--- src/rtl/core/sml_pkg.sv ---
// ----------------------------------------------------------------------------
// sml_pkg
// Shared types and constants for the structure member layout unit.
// ----------------------------------------------------------------------------
package sml_pkg;

  // size limit and unit geometry
  localparam int MAX_STRUCT_BYTES = 65536;
  localparam int UNIT_BITS        = 32;
  localparam int UNIT_LOG2        = $clog2(UNIT_BITS);
  localparam int POS_W            = 20;
  localparam int POS_MAX          = (2 ** POS_W) - 1;
  localparam int LIMIT_BITS       = (MAX_STRUCT_BYTES * 8 > POS_MAX) ? POS_MAX
                                                                    : MAX_STRUCT_BYTES * 8;
  // room for a position plus a rounding or a member size
  localparam int SUM_W            = POS_W + 2;
  localparam int ALIGN_W          = 10;
  localparam int MAX_ALIGN_LOG2   = 6;

  // op codes
  localparam logic [1:0] OP_PLAIN    = 2'd0;
  localparam logic [1:0] OP_BITFIELD = 2'd1;
  localparam logic [1:0] OP_END      = 2'd2;

  typedef struct packed {
    logic [1:0]  op;
    logic [15:0] member_size;
    logic [2:0]  align_log2;
    logic [5:0]  field_width;
  } item_t;

  typedef struct packed {
    logic [16:0] byte_offset;
    logic [4:0]  bit_in_unit;
    logic [6:0]  struct_align;
    logic        is_total;
    logic        overflow;
  } result_t;

  typedef struct packed {
    logic [POS_W-1:0]   bit_position;
    logic [ALIGN_W-1:0] max_align_bits;
    logic               overflowed;
  } layout_state_t;

endpackage

--- src/rtl/core/sml_in_if.sv ---
// ----------------------------------------------------------------------------
// sml_in_if
// Valid/ready channel carrying one structure member or end word.
// ----------------------------------------------------------------------------
interface sml_in_if;
  logic          valid;
  logic          ready;
  sml_pkg::item_t data;

  modport source (output valid, output data, input ready);
  modport sink   (input valid, input data, output ready);
endinterface

--- src/rtl/core/sml_out_if.sv ---
// ----------------------------------------------------------------------------
// sml_out_if
// Valid/ready channel carrying one layout result word.
// ----------------------------------------------------------------------------
interface sml_out_if;
  logic            valid;
  logic            ready;
  sml_pkg::result_t data;

  modport source (output valid, output data, input ready);
  modport sink   (input valid, input data, output ready);
endinterface

--- src/rtl/core/sml_step.sv ---
// ----------------------------------------------------------------------------
// sml_step
// Layout arithmetic for one word: aligns, packs bitfields, saturates at the
// size limit and forms the next state and the result.
// ----------------------------------------------------------------------------
module sml_step (
  input  sml_pkg::item_t         item,
  input  sml_pkg::layout_state_t cur,
  output sml_pkg::layout_state_t nxt,
  output sml_pkg::result_t       res
);
  import sml_pkg::*;

  localparam logic [SUM_W-1:0] LIM       = SUM_W'(LIMIT_BITS);
  localparam logic [SUM_W-1:0] UNIT_MASK = SUM_W'(UNIT_BITS - 1);

  function automatic logic [SUM_W-1:0] clamp(input logic [SUM_W-1:0] p);
    return (p > LIM) ? LIM : p;
  endfunction

  logic [SUM_W-1:0]   pos_w;
  // plain member
  logic [2:0]         alog_c;
  logic [ALIGN_W-1:0] pl_align;
  logic [SUM_W-1:0]   pl_mask, pl_up, pl_start, pl_sum, pl_end;
  logic               pl_hit1, pl_hit2;
  // bitfield
  logic [SUM_W-1:0]   unit_up, bf_raw, bf_start, bf_sum, bf_end;
  logic [5:0]         bw_c;
  logic               bf_zero, straddle, bf_hit1, bf_hit2;
  // end of structure
  logic               en_empty, en_hit;
  logic [ALIGN_W-1:0] en_align;
  logic [SUM_W-1:0]   en_base, en_mask, en_up, en_tot;

  assign pos_w = SUM_W'(cur.bit_position);

  assign alog_c   = (item.align_log2 > 3'(MAX_ALIGN_LOG2)) ? 3'(MAX_ALIGN_LOG2)
                                                            : item.align_log2;
  assign pl_align = ALIGN_W'(8) << alog_c;
  assign pl_mask  = SUM_W'(pl_align) - SUM_W'(1);
  assign pl_up    = (pos_w + pl_mask) & ~pl_mask;
  assign pl_hit1  = pl_up > LIM;
  assign pl_start = clamp(pl_up);
  assign pl_sum   = pl_start + SUM_W'({item.member_size, 3'b000});
  assign pl_hit2  = pl_sum > LIM;
  assign pl_end   = clamp(pl_sum);

  assign unit_up  = (pos_w + UNIT_MASK) & ~UNIT_MASK;
  assign bw_c     = (item.field_width > 6'(UNIT_BITS)) ? 6'(UNIT_BITS) : item.field_width;
  assign bf_zero  = (item.field_width == 6'd0);
  // field would cross into the next unit
  assign straddle = (7'(cur.bit_position[UNIT_LOG2-1:0]) + 7'(bw_c)) > 7'(UNIT_BITS);
  assign bf_raw   = (bf_zero || straddle) ? unit_up : pos_w;
  assign bf_hit1  = bf_raw > LIM;
  assign bf_start = clamp(bf_raw);
  assign bf_sum   = bf_start + SUM_W'(bw_c);
  assign bf_hit2  = bf_sum > LIM;
  assign bf_end   = clamp(bf_sum);

  // empty structure reports one unit of size and alignment
  assign en_empty = (cur.max_align_bits == '0);
  assign en_align = en_empty ? ALIGN_W'(UNIT_BITS) : cur.max_align_bits;
  assign en_base  = en_empty ? SUM_W'(UNIT_BITS) : pos_w;
  assign en_mask  = SUM_W'(en_align) - SUM_W'(1);
  assign en_up    = (en_base + en_mask) & ~en_mask;
  assign en_hit   = en_up > LIM;
  assign en_tot   = clamp(en_up);

  always_comb begin
    nxt          = cur;
    res          = '0;
    res.overflow = cur.overflowed;
    case (item.op)
      OP_PLAIN: begin
        nxt.overflowed   = cur.overflowed | pl_hit1 | pl_hit2;
        nxt.bit_position = pl_end[POS_W-1:0];
        if (pl_align > cur.max_align_bits) begin
          nxt.max_align_bits = pl_align;
        end
        res.byte_offset = 17'(pl_start >> 3);
        res.overflow    = nxt.overflowed;
      end
      OP_BITFIELD: begin
        res.byte_offset = 17'((bf_start >> UNIT_LOG2) << (UNIT_LOG2 - 3));
        if (bf_zero) begin
          nxt.overflowed   = cur.overflowed | bf_hit1;
          nxt.bit_position = bf_start[POS_W-1:0];
        end else begin
          nxt.overflowed   = cur.overflowed | bf_hit1 | bf_hit2;
          nxt.bit_position = bf_end[POS_W-1:0];
          res.bit_in_unit  = 5'(bf_start[UNIT_LOG2-1:0]);
          if (ALIGN_W'(UNIT_BITS) > cur.max_align_bits) begin
            nxt.max_align_bits = ALIGN_W'(UNIT_BITS);
          end
        end
        res.overflow = nxt.overflowed;
      end
      OP_END: begin
        res.byte_offset  = 17'(en_tot >> 3);
        res.struct_align = 7'(en_align >> 3);
        res.is_total     = 1'b1;
        res.overflow     = cur.overflowed | en_hit;
        nxt              = '0;
      end
      default: begin
        nxt = cur;
      end
    endcase
  end

endmodule

--- src/rtl/core/struct_member_layout_unit.sv ---
// ----------------------------------------------------------------------------
// struct_member_layout_unit
// Lays out the members of a structure one word at a time.
// ----------------------------------------------------------------------------
// Channels: item (sink) takes one member word per cycle while result.ready is
// high: a plain member with its size and alignment, a bitfield with its width,
// or an end word. result (source) gives exactly one word for each item: the
// member's byte offset (and bit offset for bitfields), or on an end word the
// total size and alignment, with a sticky overflow flag.
// Path: an accepted word goes into the input register, then its result into
// the result register, where result.valid rises. Throughput: one word per
// cycle while result.ready is high, set by the single add, mask and compare
// chain on the running position between the two registers.
// Reset: rst clears the running position, alignment and overflow flag and
// empties both registers. An end word clears the same state after reporting.
// Stall: while result.ready is low the result word holds; one more word is
// held in the input register, then item.ready drops until the result drains.
// ----------------------------------------------------------------------------
module struct_member_layout_unit (
  input logic      clk,
  input logic      rst,
  sml_in_if.sink   item,
  sml_out_if.source result
);
  import sml_pkg::*;

  item_t         stage;
  logic          stage_valid;
  layout_state_t state;
  layout_state_t state_next;
  result_t       res_next;
  result_t       res_q;
  logic          res_valid;
  logic          advance;

  assign advance    = stage_valid && (!res_valid || result.ready);
  assign item.ready = !stage_valid || advance;

  sml_step u_step (
    .item (stage),
    .cur  (state),
    .nxt  (state_next),
    .res  (res_next)
  );

  always_ff @(posedge clk) begin
    if (rst) begin
      stage_valid <= 1'b0;
      res_valid   <= 1'b0;
      state       <= '0;
    end else begin
      if (item.ready) begin
        stage_valid <= item.valid;
      end
      if (advance) begin
        state     <= state_next;
        res_valid <= 1'b1;
      end else if (result.ready) begin
        res_valid <= 1'b0;
      end
    end
  end

  always_ff @(posedge clk) begin
    if (item.valid && item.ready) begin
      stage <= item.data;
    end
    if (advance) begin
      res_q <= res_next;
    end
  end

  assign result.valid = res_valid;
  assign result.data  = res_q;

`ifndef NO_ASSERTIONS
  // an end word leaves the layout state cleared
  a_end_clears: assert property (@(posedge clk) disable iff (rst)
    advance && (stage.op == OP_END) |=> (state == '0))
    else $error("state not cleared after end word");

  // running position never passes the size limit
  a_pos_limit: assert property (@(posedge clk) disable iff (rst)
    32'(state.bit_position) <= 32'(LIMIT_BITS))
    else $error("bit position beyond limit");

  // a total reports a power-of-two alignment, other words none
  a_total_align: assert property (@(posedge clk) disable iff (rst)
    result.valid && result.data.is_total |-> $onehot(result.data.struct_align))
    else $error("total without a valid alignment");

  a_member_align: assert property (@(posedge clk) disable iff (rst)
    result.valid && !result.data.is_total |-> (result.data.struct_align == '0))
    else $error("member word carries an alignment");
`endif

endmodule
--- src/flat_wrapper.sv ---
// flat-port wrapper written by rule: the top's interface ports become plain ports
module struct_member_layout_unit_flat import sml_pkg::*;
  (clk, rst, item_valid, item_data, item_ready, result_valid, result_data, result_ready);
  sml_in_if item_i ();
  sml_out_if result_i ();
  input logic clk;
  input logic rst;
  input wire logic [$bits(item_i.valid)-1:0] item_valid;
  input wire logic [$bits(item_i.data)-1:0] item_data;
  output wire logic [$bits(item_i.ready)-1:0] item_ready;
  output wire logic [$bits(result_i.valid)-1:0] result_valid;
  output wire logic [$bits(result_i.data)-1:0] result_data;
  input wire logic [$bits(result_i.ready)-1:0] result_ready;
  assign item_i.valid = item_valid;
  assign item_i.data = item_data;
  assign item_ready = item_i.ready;
  assign result_valid = result_i.valid;
  assign result_data = result_i.data;
  assign result_i.ready = result_ready;
  struct_member_layout_unit u_core (.clk(clk), .rst(rst), .item(item_i), .result(result_i));
endmodule
--- config.mk ---
export PLATFORM = sky130hd
export DESIGN_NAME = struct_member_layout_unit_flat
export DESIGN_NICKNAME = d
export VERILOG_FILES = /design/src/rtl/core/sml_pkg.sv /design/src/rtl/core/sml_in_if.sv /design/src/rtl/core/sml_out_if.sv /design/src/rtl/core/sml_step.sv /design/src/rtl/core/struct_member_layout_unit.sv /design/src/flat_wrapper.sv
export SDC_FILE = /design/constraint.sdc
export NUM_CORES = 1
export LEC_CHECK = 0
export ABC_AREA = 1
export BUFFER_PORTS_ARGS = -buffer_cell sky130_fd_sc_hd__buf_2
export CAP_MARGIN = 25
export CORE_MARGIN = 1
export CORE_UTILIZATION = 45
export CTS_CLUSTER_SIZE = 20
export DETAILED_ROUTE_END_ITERATION = 10
export SLEW_MARGIN = 20
export SYNTH_ARGS = -nofsm -noshare
export SYNTH_HDL_FRONTEND = slang
export SYNTH_HIERARCHICAL = 1
export SYNTH_SLANG_ARGS = --single-unit
--- constraint.sdc ---
create_clock -name clk -period 6.2 [get_ports clk]
set_clock_uncertainty 0.05 [all_clocks]
set_input_delay 0.31 -clock clk [delete_from_list [all_inputs] [get_ports clk]]
set_output_delay 0.31 -clock clk [all_outputs]
set_load 0.005 [all_outputs]
==> load_flow_metrics.sql <==
INSERT INTO impl_metrics (metric_group, metric, value, unit) VALUES
('cts', 'clk-insertion-delay-late', '0.36', 'ns'),
('synthesis', 'synth.avg_cell_area', '6.64', 'um^2'),
('global_route', 'initial_antenna_violation_count', '0', ''),
('worst_setup_path', 'critical_path.max_fanout', '6', ''),
('final_layout', 'layout.area.seq', '2400', 'um^2'),
('sta', 'report.final.slew_viol_count', '0', ''),
('worst_setup_path', 'max_stage_delay', '0.49', 'ns'),
('placed_design', 'finalWeightedCongestion', '0.940', ''),
('cts', 'clockBufferDepth', '2', ''),
('final_layout', 'num_antenna_cells', '0', ''),
('sta', 'slew_headroom', '0.437', ''),
('sta', 'fmax', '156', 'MHz'),
('final_layout', 'drive_above_1_share', '0.273', ''),
('floorplan', 'chip_height', '149', 'um'),
('floorplan', 'fp.coreArea', '21100', 'um^2'),
('power_and_ir_drop', 'p_per_area', '212', 'nW/um^2'),
('job', 'maxCapViolCount', '0', ''),
('power_and_ir_drop', 'clock_power_share', '0.235', ''),
('worst_setup_path', 'rr_startpoint', 'u_core/stage[8]', ''),
('placed_design', 'io_buffers', '63', ''),
('sta', 'timing.final.setup_violations', '17', ''),
('power_and_ir_drop', 'power.share.switching', '0.400', ''),
('floorplan', 'pin_count', '64', ''),
('worst_setup_path', 'crit_path_top_delay_cell', 'sky130_fd_sc_hd__edfxtp_1', ''),
('worst_setup_path', 'worst_r2r_path_depth', '52', ''),
('detailed_routing', 'initialDrtViolationCount', '960', ''),
('power_and_ir_drop', 'seq_power_share', '0.271', ''),
('worst_setup_path', 'timing.critical_path.arrival', '6.67', 'ns'),
('global_route', 'grt.total_usage', '0.291', ''),
('final_layout', 'nFillCells', '1982', ''),
('sta', 'setup-tns-final', '-2.67', 'ns'),
('worst_hold_path', 'worst_hold_startpoint', 'item_data[2]', ''),
('worst_hold_path', 'hold_class', 'in2reg', ''),
('run_status', 'result_of_the_run', 'finished, violations left', ''),
('synthesis', 'synth-async-reset-ratio', '0', ''),
('detailed_routing', 'avgRoutedWirePerCell', '16.6', 'um'),
('sta', 'period_needed', '6.42', 'ns'),
('power_and_ir_drop', 'power.leakage', '0.00617', 'uW'),
('worst_hold_path', 'timing.hold.worst_path_depth', '1', ''),
('global_route', 'grt_pass1_wl', '49700', 'um'),
('sta', 'period_share', '1.04', ''),
('power_and_ir_drop', 'cellInternalPower', '1600', 'uW'),
('sta', 'hold_viol_final', '0', ''),
('detailed_routing', 'route.antenna.remaining_nets', '0', ''),
('worst_setup_path', 'critical_path_required', '6.45', 'ns'),
('floorplan', 'die-width', '149', 'um'),
('global_route', 'grt_overflow_total', '0', ''),
('synthesis', 'synth_enable_flop_cells', '58', ''),
('final_layout', 'multiInputGateArea', '6840', 'um^2'),
('run_status', 'violations', 'setup timing', ''),
('sta', 'worst_case_setup_margin_in_the_final_layout', '-0.222', 'ns'),
('global_route', 'grt_pass1_vias', '9504', ''),
('worst_setup_path', 'critical_path_end_type', 'flip-flop', ''),
('worst_setup_path', 'crit_type', 'reg2reg', ''),
('power_and_ir_drop', 'finalPower', '2670', 'uW'),
('detailed_routing', 'postRouteWirelength', '32600', 'um'),
('power_and_ir_drop', 'power.ir.vdd_worst', '0.152', 'mV'),
('cts', 'postCtsHoldBufs', '0', ''),
('cts', 'cts_sinks', '91', ''),
('synthesis', 'post_synth_num_cell_types', '63', ''),
('synthesis', 'synth_sequential_area_ratio', '0.247', ''),
('cts', 'clockRootBuffer', 'sky130_fd_sc_hd__clkbuf_16', ''),
('worst_setup_path', 'reg2reg_setup_slack', '-0.22', 'ns'),
('cts', 'tritoncts.num_buffers', '9', ''),
('global_route', 'grt_start_max_net_pins', '65', ''),
('sta', 'tightest_slew', '0.839', 'ns'),
('floorplan', 'initial_cell_density_of_the_core', '0.461', ''),
('synthesis', 'synthesis.area', '9720', 'um^2'),
('placed_design', 'dp_hpwl', '25200', 'um'),
('worst_setup_path', 'r2r-end', 'u_core/state[24]', ''),
('worst_setup_path', 'critical_path.startpoint_type', 'flip-flop', '');
worst max-delay path, delay by kind of cell, from the launching register on:
kind / cells / cell delay, ns
AND/OR/NAND/NOR: 29 / 2.58
AO/OA/AOI/OAI: 9 / 1.28
buffers and inverters: 10 / 1.09
adder cells (fa/ha/maj): 2 / 0.52
flip-flops: 1 / 0.49
XOR/XNOR: 2 / 0.30
logic make-up after synthesis:
| family | count (synthesis) | share of synthesized area |
|---|---|---|
| AOI/OAI and AO/OA | 210 | 0.129 |
| xor gates and xnor gates | 46 | 0.0422 |
| adders and majority gates | 77 | 0.102 |
| buffers and inverters | 264 | 0.113 |
| DFF | 91 | 0.247 |
| other | 1 | 0.000386 |
| and+or+nand+nor | 775 | 0.366 |
per-layer routing:
layer / GRT usage / wire (um) / vias to the layer above
met5: 0 / 0 / -
met4: 0.0969 / 838 / 0
met3: 0.0394 / 2380 / 56
met2: 0.463 / 14800 / 408
met1: 0.403 / 14600 / 4968
li1: - / - / 5259
power groups by stage:
stage / clock network [uW] / registers, uW / logic (uW)
6_report: 626 / 724 / 1320
3_5_place_dp: 0 / 736 / 1140
4_1_cts: 640 / 722 / 1160
2_1_floorplan: 0 / 728 / 726
3_3_place_gp: 0 / 735 / 1130
5_1_grt: 660 / 729 / 1440
cell usage in the layout, fill, tap and decap left out, types with 4 or more instances in the layout:
master | netlist | final
sky130_fd_sc_hd__buf_12 | 0 | 4
sky130_fd_sc_hd__nand2_2 | 14 | 43
sky130_fd_sc_hd__nand3_2 | 15 | 25
sky130_fd_sc_hd__nand2_4 | 2 | 16
sky130_fd_sc_hd__buf_6 | 8 | 6
sky130_fd_sc_hd__nor4_1 | 7 | 7
sky130_fd_sc_hd__nand2_1 | 340 | 297
sky130_fd_sc_hd__nand3_1 | 117 | 105
sky130_fd_sc_hd__nor2_4 | 11 | 16
sky130_fd_sc_hd__xor2_1 | 36 | 35
sky130_fd_sc_hd__inv_2 | 10 | 16
sky130_fd_sc_hd__a21o_1 | 6 | 6
sky130_fd_sc_hd__o22ai_1 | 5 | 5
sky130_fd_sc_hd__ha_1 | 73 | 66
sky130_fd_sc_hd__a21oi_2 | 2 | 5
sky130_fd_sc_hd__conb_1 | 1 | 12
sky130_fd_sc_hd__nand4_1 | 22 | 22
sky130_fd_sc_hd__o21ai_0 | 40 | 33
sky130_fd_sc_hd__o21ai_1 | 11 | 10
sky130_fd_sc_hd__o21ai_2 | 2 | 10
sky130_fd_sc_hd__ha_4 | 0 | 6
sky130_fd_sc_hd__clkbuf_16 | 0 | 12
sky130_fd_sc_hd__or2_2 | 10 | 10
sky130_fd_sc_hd__nand3b_1 | 15 | 15
sky130_fd_sc_hd__buf_4 | 7 | 164
sky130_fd_sc_hd__xnor2_1 | 9 | 6
sky130_fd_sc_hd__o211ai_1 | 20 | 20
sky130_fd_sc_hd__a21oi_4 | 1 | 4
sky130_fd_sc_hd__a211oi_1 | 4 | 4
sky130_fd_sc_hd__edfxtp_1 | 58 | 58
sky130_fd_sc_hd__a21oi_1 | 93 | 87
sky130_fd_sc_hd__buf_2 | 13 | 63
sky130_fd_sc_hd__nor3_1 | 25 | 18
sky130_fd_sc_hd__nor2_2 | 9 | 21
sky130_fd_sc_hd__nor2_1 | 176 | 159
sky130_fd_sc_hd__inv_1 | 212 | 204
sky130_fd_sc_hd__dfxtp_1 | 33 | 32
sky130_fd_sc_hd__nor3_2 | 2 | 9
cell usage after synthesis (5+ instances only):
cell                         n  area, um^2
sky130_fd_sc_hd__a21o_1      6        45.0
sky130_fd_sc_hd__a21oi_1    93         465
sky130_fd_sc_hd__buf_2      13        65.1
sky130_fd_sc_hd__buf_4       7        52.6
sky130_fd_sc_hd__buf_6       8        90.1
sky130_fd_sc_hd__clkbuf_1   12        45.0
sky130_fd_sc_hd__dfxtp_1    33         661
sky130_fd_sc_hd__edfxtp_1   58        1740
sky130_fd_sc_hd__ha_1       73         913
sky130_fd_sc_hd__inv_1     212         796
sky130_fd_sc_hd__inv_2      10        37.5
sky130_fd_sc_hd__nand2_1   340        1280
sky130_fd_sc_hd__nand2_2    14        87.6
sky130_fd_sc_hd__nand3_1   117         586
sky130_fd_sc_hd__nand3_2    15         150
sky130_fd_sc_hd__nand3b_1   15         113
sky130_fd_sc_hd__nand4_1    22         138
sky130_fd_sc_hd__nor2_1    176         661
sky130_fd_sc_hd__nor2_2      9        56.3
sky130_fd_sc_hd__nor2_4     11         124
sky130_fd_sc_hd__nor3_1     25         125
sky130_fd_sc_hd__nor4_1      7        43.8
sky130_fd_sc_hd__o211ai_1   20         150
sky130_fd_sc_hd__o21ai_0    40         200
sky130_fd_sc_hd__o21ai_1    11        55.1
sky130_fd_sc_hd__o22ai_1     5        31.3
sky130_fd_sc_hd__or2_2      10        62.6
sky130_fd_sc_hd__xnor2_1     9        78.8
sky130_fd_sc_hd__xor2_1     36         315
flip-flops by register name, summed over array words and instances (netlist names):
name                 cells
u_core/stage_valid       1
u_core/stage            27
u_core/result.valid      1
u_core/result.data      31
u_core/state            31
metrics by stage:
stage	setup WS [ns]	utilization	area, um^2	hold slack (ns)	instances
finish	-0.222	0.596	12600	0.0697	1966
detailed placement	-0.261	0.538	11300	0.438	1915
floorplan	0.0671	-	9760	0.329	1475
CTS	-0.0284	0.558	11800	0.0600	1933
global route	-0.674	0.596	12600	0.0542	1966
global placement	-0.180	0.535	11300	0.436	1913
cell type report:
type,instances,area share
Clock buffer,9,0.0179
Clock inverter,6,0.00756
Sequential cell,91,0.191
Multi-Input combinational cell,1120,0.544
Inverter,223,0.0670
Tap cell,275,0.0274
Timing Repair Buffer,242,0.145
what timing repair did:
action                                  in CTS  in global routing
gates resized for setup                     28                130
buffers inserted                             3                 31
gates cloned                                 0                  3
endpoints found under the setup margin      22                 22
pin swaps                                    7                 74
how the worst max path moves through the flow:
stage                    startpoint          endpoint  slack, ns  cells after the start
floorplan           u_core/stage[8]  u_core/state[28]       0.07                     56
global placement    u_core/stage[5]  u_core/state[19]      -0.18                     44
detailed placement  u_core/stage[8]  u_core/state[24]      -0.26                     50
CTS                 u_core/stage[8]  u_core/state[24]      -0.03                     53
global route        u_core/stage[8]  u_core/state[24]      -0.67                     54
finish              u_core/stage[8]  u_core/state[24]      -0.22                     52
(Power assumes the default switching activity.)
